==> config.mk <==
export PLATFORM = sky130hd
export DESIGN_NAME = framed_packet_parser_crc16_core
export DESIGN_NICKNAME = d
export VERILOG_FILES = /design/src/hdl/fpp_pkg.sv /design/src/hdl/framed_packet_parser_crc16_core.sv
export SDC_FILE = /design/constraint.sdc
export NUM_CORES = 1
export LEC_CHECK = 0
export BUFFER_PORTS_ARGS = -buffer_cell sky130_fd_sc_hd__clkbuf_2
export CAP_MARGIN = 20
export CORE_ASPECT_RATIO = 1.5
export CORE_UTILIZATION = 38
export DETAILED_ROUTE_END_ITERATION = 6
export GPL_TIMING_DRIVEN = 0
export SYNTH_ARGS = -nofsm -noshare
export SYNTH_HDL_FRONTEND = slang
export SYNTH_SLANG_ARGS = --single-unit
==> constraint.sdc <==
create_clock -name clk_i -period 4.5 [get_ports clk_i]
set_input_delay 0.9 -clock clk_i [delete_from_list [all_inputs] [get_ports clk_i]]
set_output_delay 0.9 -clock clk_i [all_outputs]
set_load 0.01 [all_outputs]
==> src/hdl/fpp_pkg.sv <==
// Shared types, constants and helper functions for the framed packet parser.
package fpp_pkg;

  localparam int MAX_PAYLOAD = 64;
  localparam int PAY_AW      = $clog2(MAX_PAYLOAD);
  localparam int LEN_W       = 7;
  localparam int CFG_IDX_W   = 4;

  localparam logic [CFG_IDX_W-1:0] REG_HEAD_FIRST  = CFG_IDX_W'(0);
  localparam logic [CFG_IDX_W-1:0] REG_HEAD_SECOND = CFG_IDX_W'(1);
  localparam logic [CFG_IDX_W-1:0] REG_TAIL_FIRST  = CFG_IDX_W'(2);
  localparam logic [CFG_IDX_W-1:0] REG_TAIL_SECOND = CFG_IDX_W'(3);

  localparam logic [7:0]  HEAD_FIRST_RST  = 8'd170;
  localparam logic [7:0]  HEAD_SECOND_RST = 8'd85;
  localparam logic [7:0]  TAIL_FIRST_RST  = 8'd13;
  localparam logic [7:0]  TAIL_SECOND_RST = 8'd10;
  localparam logic [15:0] CRC_INIT        = 16'hFFFF;
  localparam logic [15:0] CRC_POLY        = 16'hA001;
  localparam logic [15:0] CNT_MAX         = 16'hFFFF;

  typedef enum logic [1:0] {
    EV_NONE  = 2'd0,
    EV_FRAME = 2'd1,
    EV_CRC   = 2'd2,
    EV_GOOD  = 2'd3
  } event_e;

  typedef enum logic [3:0] {
    PH_HEAD1 = 4'd0,
    PH_HEAD2 = 4'd1,
    PH_VER   = 4'd2,
    PH_SRC   = 4'd3,
    PH_DST   = 4'd4,
    PH_TYPE  = 4'd5,
    PH_FUNC  = 4'd6,
    PH_SEQ   = 4'd7,
    PH_LEN   = 4'd8,
    PH_DATA  = 4'd9,
    PH_CRCLO = 4'd10,
    PH_CRCHI = 4'd11,
    PH_TAIL1 = 4'd12,
    PH_TAIL2 = 4'd13
  } parse_phase_e;

  typedef enum logic [1:0] {
    ST_RUN,
    ST_RD,
    ST_EMIT
  } ctl_state_e;

  // CRC-16/MODBUS, one byte, reflected
  function automatic logic [15:0] crc16_feed(input logic [15:0] crc, input logic [7:0] b);
    logic [15:0] c;
    c = crc ^ {8'h00, b};
    for (int i = 0; i < 8; i++) begin
      c = c[0] ? ((c >> 1) ^ CRC_POLY) : (c >> 1);
    end
    return c;
  endfunction

  function automatic logic [15:0] sat_inc(input logic [15:0] v);
    return (v == CNT_MAX) ? v : v + 16'd1;
  endfunction

endpackage

==> src/hdl/framed_packet_parser_crc16_core.sv <==
// Framed packet parser with CRC-16/MODBUS check: top level.
//
// One received byte is taken per cycle while parsing, unless the output is stalled; each
// byte gives one registered result word, except the second tail byte of a good frame with
// a payload, which hands the frame to a replay of the payload memory. The memory has one
// write port and one registered read port; the replay passes a read state and an emit state
// per word, waits at emit while the output is stalled, and takes no new byte meanwhile. A
// good frame with an empty payload gives one word at once. A frame of N payload bytes is
// N + 13 bytes on the wire. The payload memory needs no clearing after reset: only entries
// written in the current frame are read. Configuration writes are always ready.
module framed_packet_parser_crc16_core
  import fpp_pkg::*;
(
  input  logic                 clk_i,
  input  logic                 rst_ni,
  // configuration
  input  logic                 cfg_valid_i,
  output logic                 cfg_ready_o,
  input  logic [CFG_IDX_W-1:0] cfg_index_i,
  input  logic [7:0]           cfg_data_i,
  // input bytes
  input  logic                 in_valid_i,
  output logic                 in_stall_o,
  input  logic [7:0]           rx_byte_i,
  // results
  output logic                 out_valid_o,
  input  logic                 out_stall_i,
  output logic [1:0]           event_code_o,
  output logic [7:0]           version_byte_o,
  output logic [7:0]           source_address_o,
  output logic [7:0]           dest_address_o,
  output logic [7:0]           message_type_o,
  output logic [7:0]           function_code_o,
  output logic [7:0]           sequence_number_o,
  output logic [LEN_W-1:0]     payload_length_o,
  output logic [7:0]           payload_byte_o,
  output logic                 beat_last_o,
  output logic [15:0]          crc_error_total_o,
  output logic [15:0]          frame_error_total_o
);

  // configuration registers
  logic [7:0] head1_q, head2_q, tail1_q, tail2_q;

  // control state
  ctl_state_e   ctl_q, ctl_d;
  parse_phase_e phase_q, phase_d;
  logic [15:0]  crc_q, crc_d;
  logic [15:0]  crc_cnt_q, crc_cnt_d;
  logic [15:0]  frm_cnt_q, frm_cnt_d;
  logic [LEN_W-1:0] pay_cnt_q, pay_cnt_d;
  logic [LEN_W-1:0] rd_cnt_q, rd_cnt_d;
  logic         out_valid_q, out_valid_d;

  // header store
  logic [7:0]       hdr_q [6];
  logic [LEN_W-1:0] len_q;
  logic             hdr_we;
  logic [2:0]       hdr_idx;
  logic             len_we;

  // payload memory
  logic [7:0]        pay_mem [MAX_PAYLOAD];
  logic [7:0]        rd_data_q;
  logic              mem_we;
  logic [PAY_AW-1:0] mem_addr;

  // output word
  logic [1:0]       ev_q, ev_d;
  logic [7:0]       ohdr_q [6];
  logic [7:0]       ohdr_d [6];
  logic [LEN_W-1:0] olen_q, olen_d;
  logic [7:0]       opay_q, opay_d;
  logic             olast_q, olast_d;

  logic             in_acc, out_free, load;
  logic [LEN_W-1:0] pay_cnt_inc, rd_cnt_inc;
  logic             good_word;
  event_e           ev;

  assign cfg_ready_o = 1'b1;
  assign out_free    = !out_valid_q || !out_stall_i;
  assign in_stall_o  = (ctl_q != ST_RUN) || !out_free;
  assign in_acc      = in_valid_i && !in_stall_o;
  assign pay_cnt_inc = pay_cnt_q + LEN_W'(1);
  assign rd_cnt_inc  = rd_cnt_q + LEN_W'(1);

  always_ff @(posedge clk_i or negedge rst_ni) begin
    if (!rst_ni) begin
      head1_q <= HEAD_FIRST_RST;
      head2_q <= HEAD_SECOND_RST;
      tail1_q <= TAIL_FIRST_RST;
      tail2_q <= TAIL_SECOND_RST;
    end else if (cfg_valid_i && cfg_ready_o) begin
      case (cfg_index_i)
        REG_HEAD_FIRST:  head1_q <= cfg_data_i;
        REG_HEAD_SECOND: head2_q <= cfg_data_i;
        REG_TAIL_FIRST:  tail1_q <= cfg_data_i;
        REG_TAIL_SECOND: tail2_q <= cfg_data_i;
        default: ;
      endcase
    end
  end

  always_comb begin
    ctl_d       = ctl_q;
    phase_d     = phase_q;
    crc_d       = crc_q;
    crc_cnt_d   = crc_cnt_q;
    frm_cnt_d   = frm_cnt_q;
    pay_cnt_d   = pay_cnt_q;
    rd_cnt_d    = rd_cnt_q;
    out_valid_d = out_valid_q && out_stall_i;
    hdr_we      = 1'b0;
    hdr_idx     = 3'(phase_q - PH_VER);
    len_we      = 1'b0;
    mem_we      = 1'b0;
    mem_addr    = pay_cnt_q[PAY_AW-1:0];
    load        = 1'b0;
    good_word   = 1'b0;
    ev          = EV_NONE;
    ev_d        = ev_q;
    ohdr_d      = ohdr_q;
    olen_d      = olen_q;
    opay_d      = opay_q;
    olast_d     = olast_q;

    case (ctl_q)
      ST_RUN: begin
        if (in_acc) begin
          load = 1'b1;
          case (phase_q)
            PH_HEAD1: begin
              if (rx_byte_i == head1_q) begin
                crc_d   = crc16_feed(CRC_INIT, rx_byte_i);
                phase_d = PH_HEAD2;
              end
            end
            PH_HEAD2: begin
              if (rx_byte_i == head2_q) begin
                crc_d     = crc16_feed(crc_q, rx_byte_i);
                pay_cnt_d = '0;
                phase_d   = PH_VER;
              end else begin
                frm_cnt_d = sat_inc(frm_cnt_q);
                ev        = EV_FRAME;
                phase_d   = PH_HEAD1;
              end
            end
            PH_VER, PH_SRC, PH_DST, PH_TYPE, PH_FUNC, PH_SEQ: begin
              hdr_we  = 1'b1;
              crc_d   = crc16_feed(crc_q, rx_byte_i);
              phase_d = parse_phase_e'(phase_q + 4'd1);
            end
            PH_LEN: begin
              if (rx_byte_i > 8'(MAX_PAYLOAD)) begin
                frm_cnt_d = sat_inc(frm_cnt_q);
                ev        = EV_FRAME;
                phase_d   = PH_HEAD1;
              end else begin
                len_we    = 1'b1;
                crc_d     = crc16_feed(crc_q, rx_byte_i);
                pay_cnt_d = '0;
                phase_d   = (rx_byte_i == 8'd0) ? PH_CRCLO : PH_DATA;
              end
            end
            PH_DATA: begin
              mem_we    = 1'b1;
              pay_cnt_d = pay_cnt_inc;
              crc_d     = crc16_feed(crc_q, rx_byte_i);
              if (pay_cnt_inc >= len_q) phase_d = PH_CRCLO;
            end
            PH_CRCLO: begin
              crc_d   = crc16_feed(crc_q, rx_byte_i);
              phase_d = PH_CRCHI;
            end
            PH_CRCHI: begin
              crc_d   = crc16_feed(crc_q, rx_byte_i);
              phase_d = PH_TAIL1;
            end
            PH_TAIL1: begin
              if (rx_byte_i == tail1_q) begin
                phase_d = PH_TAIL2;
              end else begin
                frm_cnt_d = sat_inc(frm_cnt_q);
                ev        = EV_FRAME;
                phase_d   = PH_HEAD1;
              end
            end
            PH_TAIL2: begin
              phase_d = PH_HEAD1;
              if (rx_byte_i != tail2_q) begin
                frm_cnt_d = sat_inc(frm_cnt_q);
                ev        = EV_FRAME;
              end else if (crc_q != 16'd0) begin
                crc_cnt_d = sat_inc(crc_cnt_q);
                ev        = EV_CRC;
              end else if (len_q == '0) begin
                good_word = 1'b1;
              end else begin
                // hand off to payload replay
                load     = 1'b0;
                rd_cnt_d = '0;
                ctl_d    = ST_RD;
              end
            end
            default: phase_d = PH_HEAD1;
          endcase

          if (load) begin
            out_valid_d = 1'b1;
            olast_d     = 1'b1;
            opay_d      = 8'd0;
            if (good_word) begin
              ev_d   = EV_GOOD;
              ohdr_d = hdr_q;
              olen_d = len_q;
            end else begin
              ev_d = ev;
              for (int i = 0; i < 6; i++) ohdr_d[i] = 8'd0;
              olen_d = '0;
            end
          end
        end
      end
      ST_RD: ctl_d = ST_EMIT;   // read data lands next cycle
      ST_EMIT: begin
        if (out_free) begin
          out_valid_d = 1'b1;
          ev_d        = EV_GOOD;
          ohdr_d      = hdr_q;
          olen_d      = len_q;
          opay_d      = rd_data_q;
          olast_d     = (rd_cnt_inc == len_q);
          rd_cnt_d    = rd_cnt_inc;
          ctl_d       = (rd_cnt_inc == len_q) ? ST_RUN : ST_RD;
        end
      end
      default: ctl_d = ST_RUN;
    endcase
  end

  always_ff @(posedge clk_i or negedge rst_ni) begin
    if (!rst_ni) begin
      ctl_q       <= ST_RUN;
      phase_q     <= PH_HEAD1;
      crc_q       <= CRC_INIT;
      crc_cnt_q   <= '0;
      frm_cnt_q   <= '0;
      pay_cnt_q   <= '0;
      rd_cnt_q    <= '0;
      out_valid_q <= 1'b0;
      len_q       <= '0;
      for (int i = 0; i < 6; i++) hdr_q[i] <= 8'd0;
    end else begin
      ctl_q       <= ctl_d;
      phase_q     <= phase_d;
      crc_q       <= crc_d;
      crc_cnt_q   <= crc_cnt_d;
      frm_cnt_q   <= frm_cnt_d;
      pay_cnt_q   <= pay_cnt_d;
      rd_cnt_q    <= rd_cnt_d;
      out_valid_q <= out_valid_d;
      if (len_we) len_q <= rx_byte_i[LEN_W-1:0];
      if (hdr_we) hdr_q[hdr_idx] <= rx_byte_i;
    end
  end

  // output word payload
  always_ff @(posedge clk_i) begin
    ev_q    <= ev_d;
    ohdr_q  <= ohdr_d;
    olen_q  <= olen_d;
    opay_q  <= opay_d;
    olast_q <= olast_d;
  end

  // payload memory, one write and one registered read per cycle
  always_ff @(posedge clk_i) begin
    if (mem_we) pay_mem[mem_addr] <= rx_byte_i;
    rd_data_q <= pay_mem[rd_cnt_q[PAY_AW-1:0]];
  end

  assign out_valid_o       = out_valid_q;
  assign event_code_o      = ev_q;
  assign version_byte_o    = ohdr_q[0];
  assign source_address_o  = ohdr_q[1];
  assign dest_address_o    = ohdr_q[2];
  assign message_type_o    = ohdr_q[3];
  assign function_code_o   = ohdr_q[4];
  assign sequence_number_o = ohdr_q[5];
  assign payload_length_o  = olen_q;
  assign payload_byte_o    = opay_q;
  assign beat_last_o       = olast_q;
  // counters only move when a new word is loaded, so they match the word on display
  assign crc_error_total_o   = crc_cnt_q;
  assign frame_error_total_o = frm_cnt_q;

  a_replay_after_frame: assert property (@(posedge clk_i) disable iff (!rst_ni)
    (ctl_q == ST_EMIT) |-> (phase_q == PH_HEAD1))
    else $error("payload replay while a frame is being parsed");

  a_non_good_word: assert property (@(posedge clk_i) disable iff (!rst_ni)
    (out_valid_o && (event_code_o != EV_GOOD)) |->
      (beat_last_o && (payload_byte_o == 8'd0) && (payload_length_o == '0)))
    else $error("non-good word carries frame fields");

  a_write_in_range: assert property (@(posedge clk_i) disable iff (!rst_ni)
    mem_we |-> (pay_cnt_q < len_q))
    else $error("payload write beyond frame length");

  a_replay_in_range: assert property (@(posedge clk_i) disable iff (!rst_ni)
    (ctl_q == ST_RD) |-> (rd_cnt_q < len_q))
    else $error("payload replay beyond frame length");

  a_crc_cnt_monotonic: assert property (@(posedge clk_i) disable iff (!rst_ni)
    ##1 (crc_cnt_q >= $past(crc_cnt_q)))
    else $error("crc fault count went down");

endmodule
# ---- After elaboration in Yosys (flattened, before gate mapping)
# Memories as Yosys holds them, arrays and structs flattened. A register that Yosys moved wholly into a read port is not among the register bits.
# Cells that the tools add are included.
dict set report word_totals {
  ff_bits 222
  ramBits 512
  input_bits 25
  output_inout_bits 101
  elab_cells 245
  memories 1
}
dict set report classes {
  n_addsub 6
  order_cmp 4
  n_eq_ne 40
  n_mux 110
  bitwise_logic 21
  reduce_logical 34
}
# memory words width read_ports rd_clocked_by_memory_dff wr line_no
set mem_list {}
lappend mem_list {pay_mem 64 8 1 1 1 framed_packet_parser_crc16_core.sv:63} ;# logic [7:0] pay_mem [MAX_PAYLOAD];
# operator count
set ops {}
lappend ops {{$mux W16} 24}
lappend ops {{$mux W48} 4}
lappend ops {{$pmux W16 S4} 2}
lappend ops {{$pmux W48 S2} 1}
lappend ops {{$mux W7} 12}
lappend ops {{$bwmux W48} 1}
lappend ops {{$not A2 Y3} 16}
lappend ops {{$mux W1} 33}
lappend ops {{$add A16 B1 Y16 const B} 2}
lappend ops {{$eq A16 B16 Y1 const B} 2}
lappend ops {{$mux W8} 4}
lappend ops {{$pmux W4 S8} 1}
lappend ops {{$mux W2} 14}
lappend ops {{$ne A2 B2 Y1 const B} 14}
lappend ops {{$pmux W7 S2} 2}
lappend ops {{$demux W8 S3} 1}
lappend ops {{$eq A4 B4 Y1 const B} 6}
lappend ops {{$eq A8 B8 Y1} 3}
lappend ops {{$pmux W7 S3} 1}
lappend ops {{$reduce_and A6 Y1} 3}
lappend ops {{$eq A4 B2 Y1 const B} 4}
lappend ops {{$eq A4 B3 Y1 const B} 4}
lappend ops {{$mux W4} 4}
lappend ops {{$not A8 Y16} 1}
lappend ops {{other kinds (38)} 56}

# ---- Depth between registers and ports, before layout
dict set report depth {
  ltp_word 19
  depth_mapped 11
  mapped_depth_nobuf 10
}

# ---- Worst setup path before layout
# No wires, ideal clock.
dict set report synth_path {
  kind {input port to flip-flop}
  from {in rx_byte_i[3]}
  to {reg olast_q, in the netlist beat_last_o (enable)}
  setup_ns 0.498
  arrival_ns 4.663
  slack_ns -0.661
  stages 7
  path_buffers 1
  path_cell_list {buf_2 > xor2_1 > nor4_2 > and4b_1 > nand2_1 > a21oi_1 > nor2b_1}
}
dict set report synth_between {
  elab_chain_len 7
}
# element line_no
set synth_lines {}
lappend synth_lines {{start, declared} framed_packet_parser_crc16_core.sv:24} ;# input logic [7:0] rx_byte_i,
lappend synth_lines {{$ne A8 B8 Y1} framed_packet_parser_crc16_core.sv:192} ;# if (rx_byte_i != tail2_q) begin
lappend synth_lines {{$mux W1} framed_packet_parser_crc16_core.sv:192}
lappend synth_lines {{$mux W1} framed_packet_parser_crc16_core.sv:132} ;# case (phase_q)
lappend synth_lines {{$mux W1} framed_packet_parser_crc16_core.sv:130} ;# if (in_acc) begin
lappend synth_lines {{$mux W1} framed_packet_parser_crc16_core.sv:128} ;# case (ctl_q)
lappend synth_lines {{$ne A2 B2 Y1 (no source line)} n/a}
lappend synth_lines {{$reduce_and A4 Y1 (no source line)} n/a}
lappend synth_lines {{end signal, assigned} framed_packet_parser_crc16_core.sv:275} ;# olast_q <= olast_d;
lappend synth_lines {{end, declared} framed_packet_parser_crc16_core.sv:74} ;# logic olast_q, olast_d;
# Every way passes these cells. The select of a mux whose other input is x is not followed.
# A chain may end at the register's enable or synchronous reset.

# ---- Worst setup path in the final report
dict set report layout_path {
  from {reg phase_q[1]}
  to {mem pay_mem[13][0] (enable)}
}
dict set report layout_between {
  elab_chain_len 6
}
# element line_no
set layout_lines {}
lappend layout_lines {{start, declared} framed_packet_parser_crc16_core.sv:47} ;# parse_phase_e phase_q, phase_d;
lappend layout_lines {{start signal, assigned} framed_packet_parser_crc16_core.sv:257} ;# phase_q <= phase_d;
lappend layout_lines {{$eq A4 B4 Y1} framed_packet_parser_crc16_core.sv:132}
lappend layout_lines {{$mux W1} framed_packet_parser_crc16_core.sv:132}
lappend layout_lines {{$mux W1} framed_packet_parser_crc16_core.sv:130}
lappend layout_lines {{$mux W1} framed_packet_parser_crc16_core.sv:128}
lappend layout_lines {{$mux W1} framed_packet_parser_crc16_core.sv:280} ;# if (mem_we) pay_mem[mem_addr] <= rx_byte_i;
lappend layout_lines {{$mux W1 (implied by the code)} framed_packet_parser_crc16_core.sv:280}
lappend layout_lines {{end, declared} framed_packet_parser_crc16_core.sv:63}
# Every way passes these cells.

==> results.json <==
{
  "die_area_mm2": 0.0808,
  "wl_um": 72300,
  "slew_viol_final": 0,
  "rsz0062_at_grt": "true",
  "place_inst": 2858,
  "worst_pin_slew_ps": 1220,
  "ant_nets": 0,
  "numCtsBuffers": 68,
  "holdBufCountCts": 0,
  "drv_cap": 0,
  "stdcell_count": 2981,
  "leakage_nw": 12.0,
  "p_clk_share_pct": 29.3,
  "pre_cts_ws_ps": -102,
  "antenna_found_initial": 1,
  "place_congestion": 0.868,
  "wl_met2_um": 39400,
  "drc": 0,
  "grt-ovfl-total": 0,
  "ir_drop_v": 0.000300,
  "via_count": 15800,
  "ys_ff_latch": 742,
  "switching_power_w": 0.00591,
  "core-area_mm2": 0.0788,
  "arrival_ps": 4740,
  "synthFlopType": "edfxtp_1",
  "initial_core_util_pct": 38.4,
  "die_x_um": 232,
  "powerDensity_mw_per_mm2": 568,
  "timing.rr.start": "phase_q[1]$_DFFE_PN0P_",
  "track_usage_pct": 18.2,
  "htreeDepth": 3,
  "die_height_um": 348,
  "synth_warnings": 0,
  "hold_viol_final": 0,
  "synthesis.area_mm2": 0.0303,
  "syn2layout_area_growth_pct": 14.2,
  "grt_pass1_wl_um": 107000,
  "top_layer": "met5",
  "path_clk_slew_ps": 70,
  "met3_length_um": 3240,
  "first_global_vias": 16500,
  "cts_buffer_depth": 3,
  "cts.repair.resized": 0,
  "layout.nets": 1950,
  "crit_path_end_kind": "flip-flop",
  "synthArstFlopShare_pct": 21.0,
  "cts_post_setup_buffers_inserted": 0,
  "r2r_end": "pay_mem[13][0]$_DFFE_PP_",
  "wire_per_inst_um": 24.3,
  "ys_types": 59,
  "internal_power_w": 0.0137,
  "crit_type": "reg -> reg",
  "drive_above_1_share_pct": 27.4,
  "combPwrFrac_pct": 27.3,
  "hold_class": "in -> async",
  "cts.sinks": 742,
  "fmax_mhz": 223,
  "reg2reg_slack_ps": 20,
  "drt_iter0_drc": 1300,
  "worst_slack_ps": 15.4,
  "layout_min_cycle_time_ps": 4480,
  "tns_ps": 0,
  "cts_root_buffer": "clkbuf_16",
  "swShare_pct": 30.1,
  "clock_latency_ps": 620,
  "finalCritPeriodShare_pct": 99.7,
  "relSlewSlack_pct": 18.4,
  "port-buffer-count": 124,
  "yosysSeqAreaShare_pct": 70.9,
  "cp.required_ps": 4750,
  "fin_skew_ps": 34.3,
  "diodes": 0,
  "cts_tree": "built",
  "firstDrtPassIters": 6,
  "reg2reg_depth": 8,
  "dpl.hpwl_um": 49800,
  "outcome": "finished clean",
  "final_core_util_pct": 43.9,
  "cp_max_fo": 10,
  "grt_max_degree": 87,
  "whs_ps": 271,
  "start_kind": "flip-flop",
  "syn_avg_cell_area_um2": 17.8,
  "synth_edf_count": 578,
  "drt-met1-wl_um": 27000,
  "setup-violations-final": 0,
  "pin_count": 126,
  "vias_per_cell": 5.31,
  "synth_fp_nets": 1746,
  "row_count": 126,
  "netlist_instances": 1701,
  "seq_power_share_pct": 43.4
}
## power groups by stage
stage	combinational (W)	clock (W)	sequential, W
final	0.00536	0.00576	0.00853
after global routing	0.00577	0.00610	0.00860
after CTS	0.00544	0.00587	0.00853
after detailed placement	0.00542	0	0.00867
after global placement	0.00532	0	0.00866
after floorplan	0.00362	0	0.00863
## cell type report
cell class              instances  area [µm²]
plain buffers                  78         387
clock buffers                  88        1810
clock inverters                34         367
fillers                      6832       44300
inverters                      38         143
multi-input cells             843        8310
flip-flops and latches        742       21500
well taps                    1024        1280
repair buffers                134         825
## worst max path at each step
stage,start,endpoint,slack (ps),depth (start not counted)
2_1_floorplan,rx_byte_i[3],beat_last_o$_SDFFCE_PN1P_,620,7
3_3_place_gp,rx_byte_i[2],payload_length_o[2]$_DFFE_PP_,-1640,8
3_5_place_dp,rx_byte_i[0],frame_error_total_o[14]$_DFFE_PN0P_,-100,12
4_1_cts,phase_q[1]$_DFFE_PN0P_,pay_mem[63][0]$_DFFE_PP_,70,8
5_1_grt,phase_q[1]$_DFFE_PN0P_,pay_mem[61][6]$_DFFE_PP_,-160,8
6_report,phase_q[1]$_DFFE_PN0P_,pay_mem[13][0]$_DFFE_PP_,20,8
## kinds of logic after synthesis
family	synth area share, %
AOI/OAI and AO/OA	2.25
xor gates and xnor gates	3.36
buffers and inverters	1.75
DFF	70.9
adders and majority gates	0.827
muxes	14.9
and+or+nand+nor	6.03
other	0.0124
## state kept, by name (all words and copies together), names as in the netlist, 8 cells and up
name	count
message_type_o	8
rd_data_q	8
version_byte_o	8
crc_q	16
head2_q	8
head1_q	8
tail2_q	8
function_code_o	8
source_address_o	8
payload_byte_o	8
tail1_q	8
hdr_q	48
frame_error_total_o	16
dest_address_o	8
sequence_number_o	8
crc_error_total_o	16
pay_mem	512
## per-layer routing
metal / track usage [%] / vias to the layer above
li1: - / 6992
met1: 20.6 / 8238
met2: 33.7 / 473
met3: 2.72 / 127
met4: 7.37 / 2
met5: 0 / -
## layout by cell type (no fill, tap or decap), drive strengths merged, types with 14 or more instances in the layout
master,n
mux2,64
xnor2,50
a21oi,14
clkinv,22
xor2,55
nor2,111
nand2,81
ha,20
dfrtp,127
nor3,16
dfstp,29
edfxtp,578
inv,40
clkbuf,259
nand3,29
nand4,20
mux4,168
buf,41
nor2b,52
nor4,19
o21ai,61
## critical path: stages, from the launching register on
cell	delay [ps]
dfrtp_1	460
inv_1	220
ha_1	200
clkbuf_1	270
clkbuf_1	420
nand2_1	200
nor2_1	300
nand4_1	1000
nor2_1	1030
## synth_stat cells (14+ instances only)
| library cell | count | area share (%) |
|---|---|---|
| a21oi_1 | 14 | 0.23 |
| nor4_1 | 17 | 0.35 |
| mux2_2 | 62 | 2.3 |
| dfstp_2 | 29 | 2.5 |
| ha_1 | 20 | 0.83 |
| xor2_1 | 55 | 1.6 |
| nand2_1 | 81 | 1.0 |
| mux4_2 | 168 | 12 |
| o21ai_0 | 51 | 0.84 |
| xnor2_1 | 49 | 1.4 |
| nand3_1 | 29 | 0.48 |
| clkbuf_1 | 47 | 0.58 |
| nand4_1 | 18 | 0.37 |
| nor2b_1 | 52 | 1.1 |
| buf_2 | 15 | 0.25 |
| edfxtp_1 | 578 | 57 |
| nor2_1 | 111 | 1.4 |
| dfrtp_1 | 127 | 10 |
| inv_1 | 37 | 0.46 |
## metrics by stage
stage | total power (W) | instance area [µm²]
final | 0.0197 | 34600
after global routing | 0.0205 | 34600
after CTS | 0.0198 | 34600
after detailed placement | 0.0141 | 32400
after global placement | 0.0140 | 32200
after floorplan | 0.0123 | 30300
No activity file was read; power rests on OpenSTA's default activity.
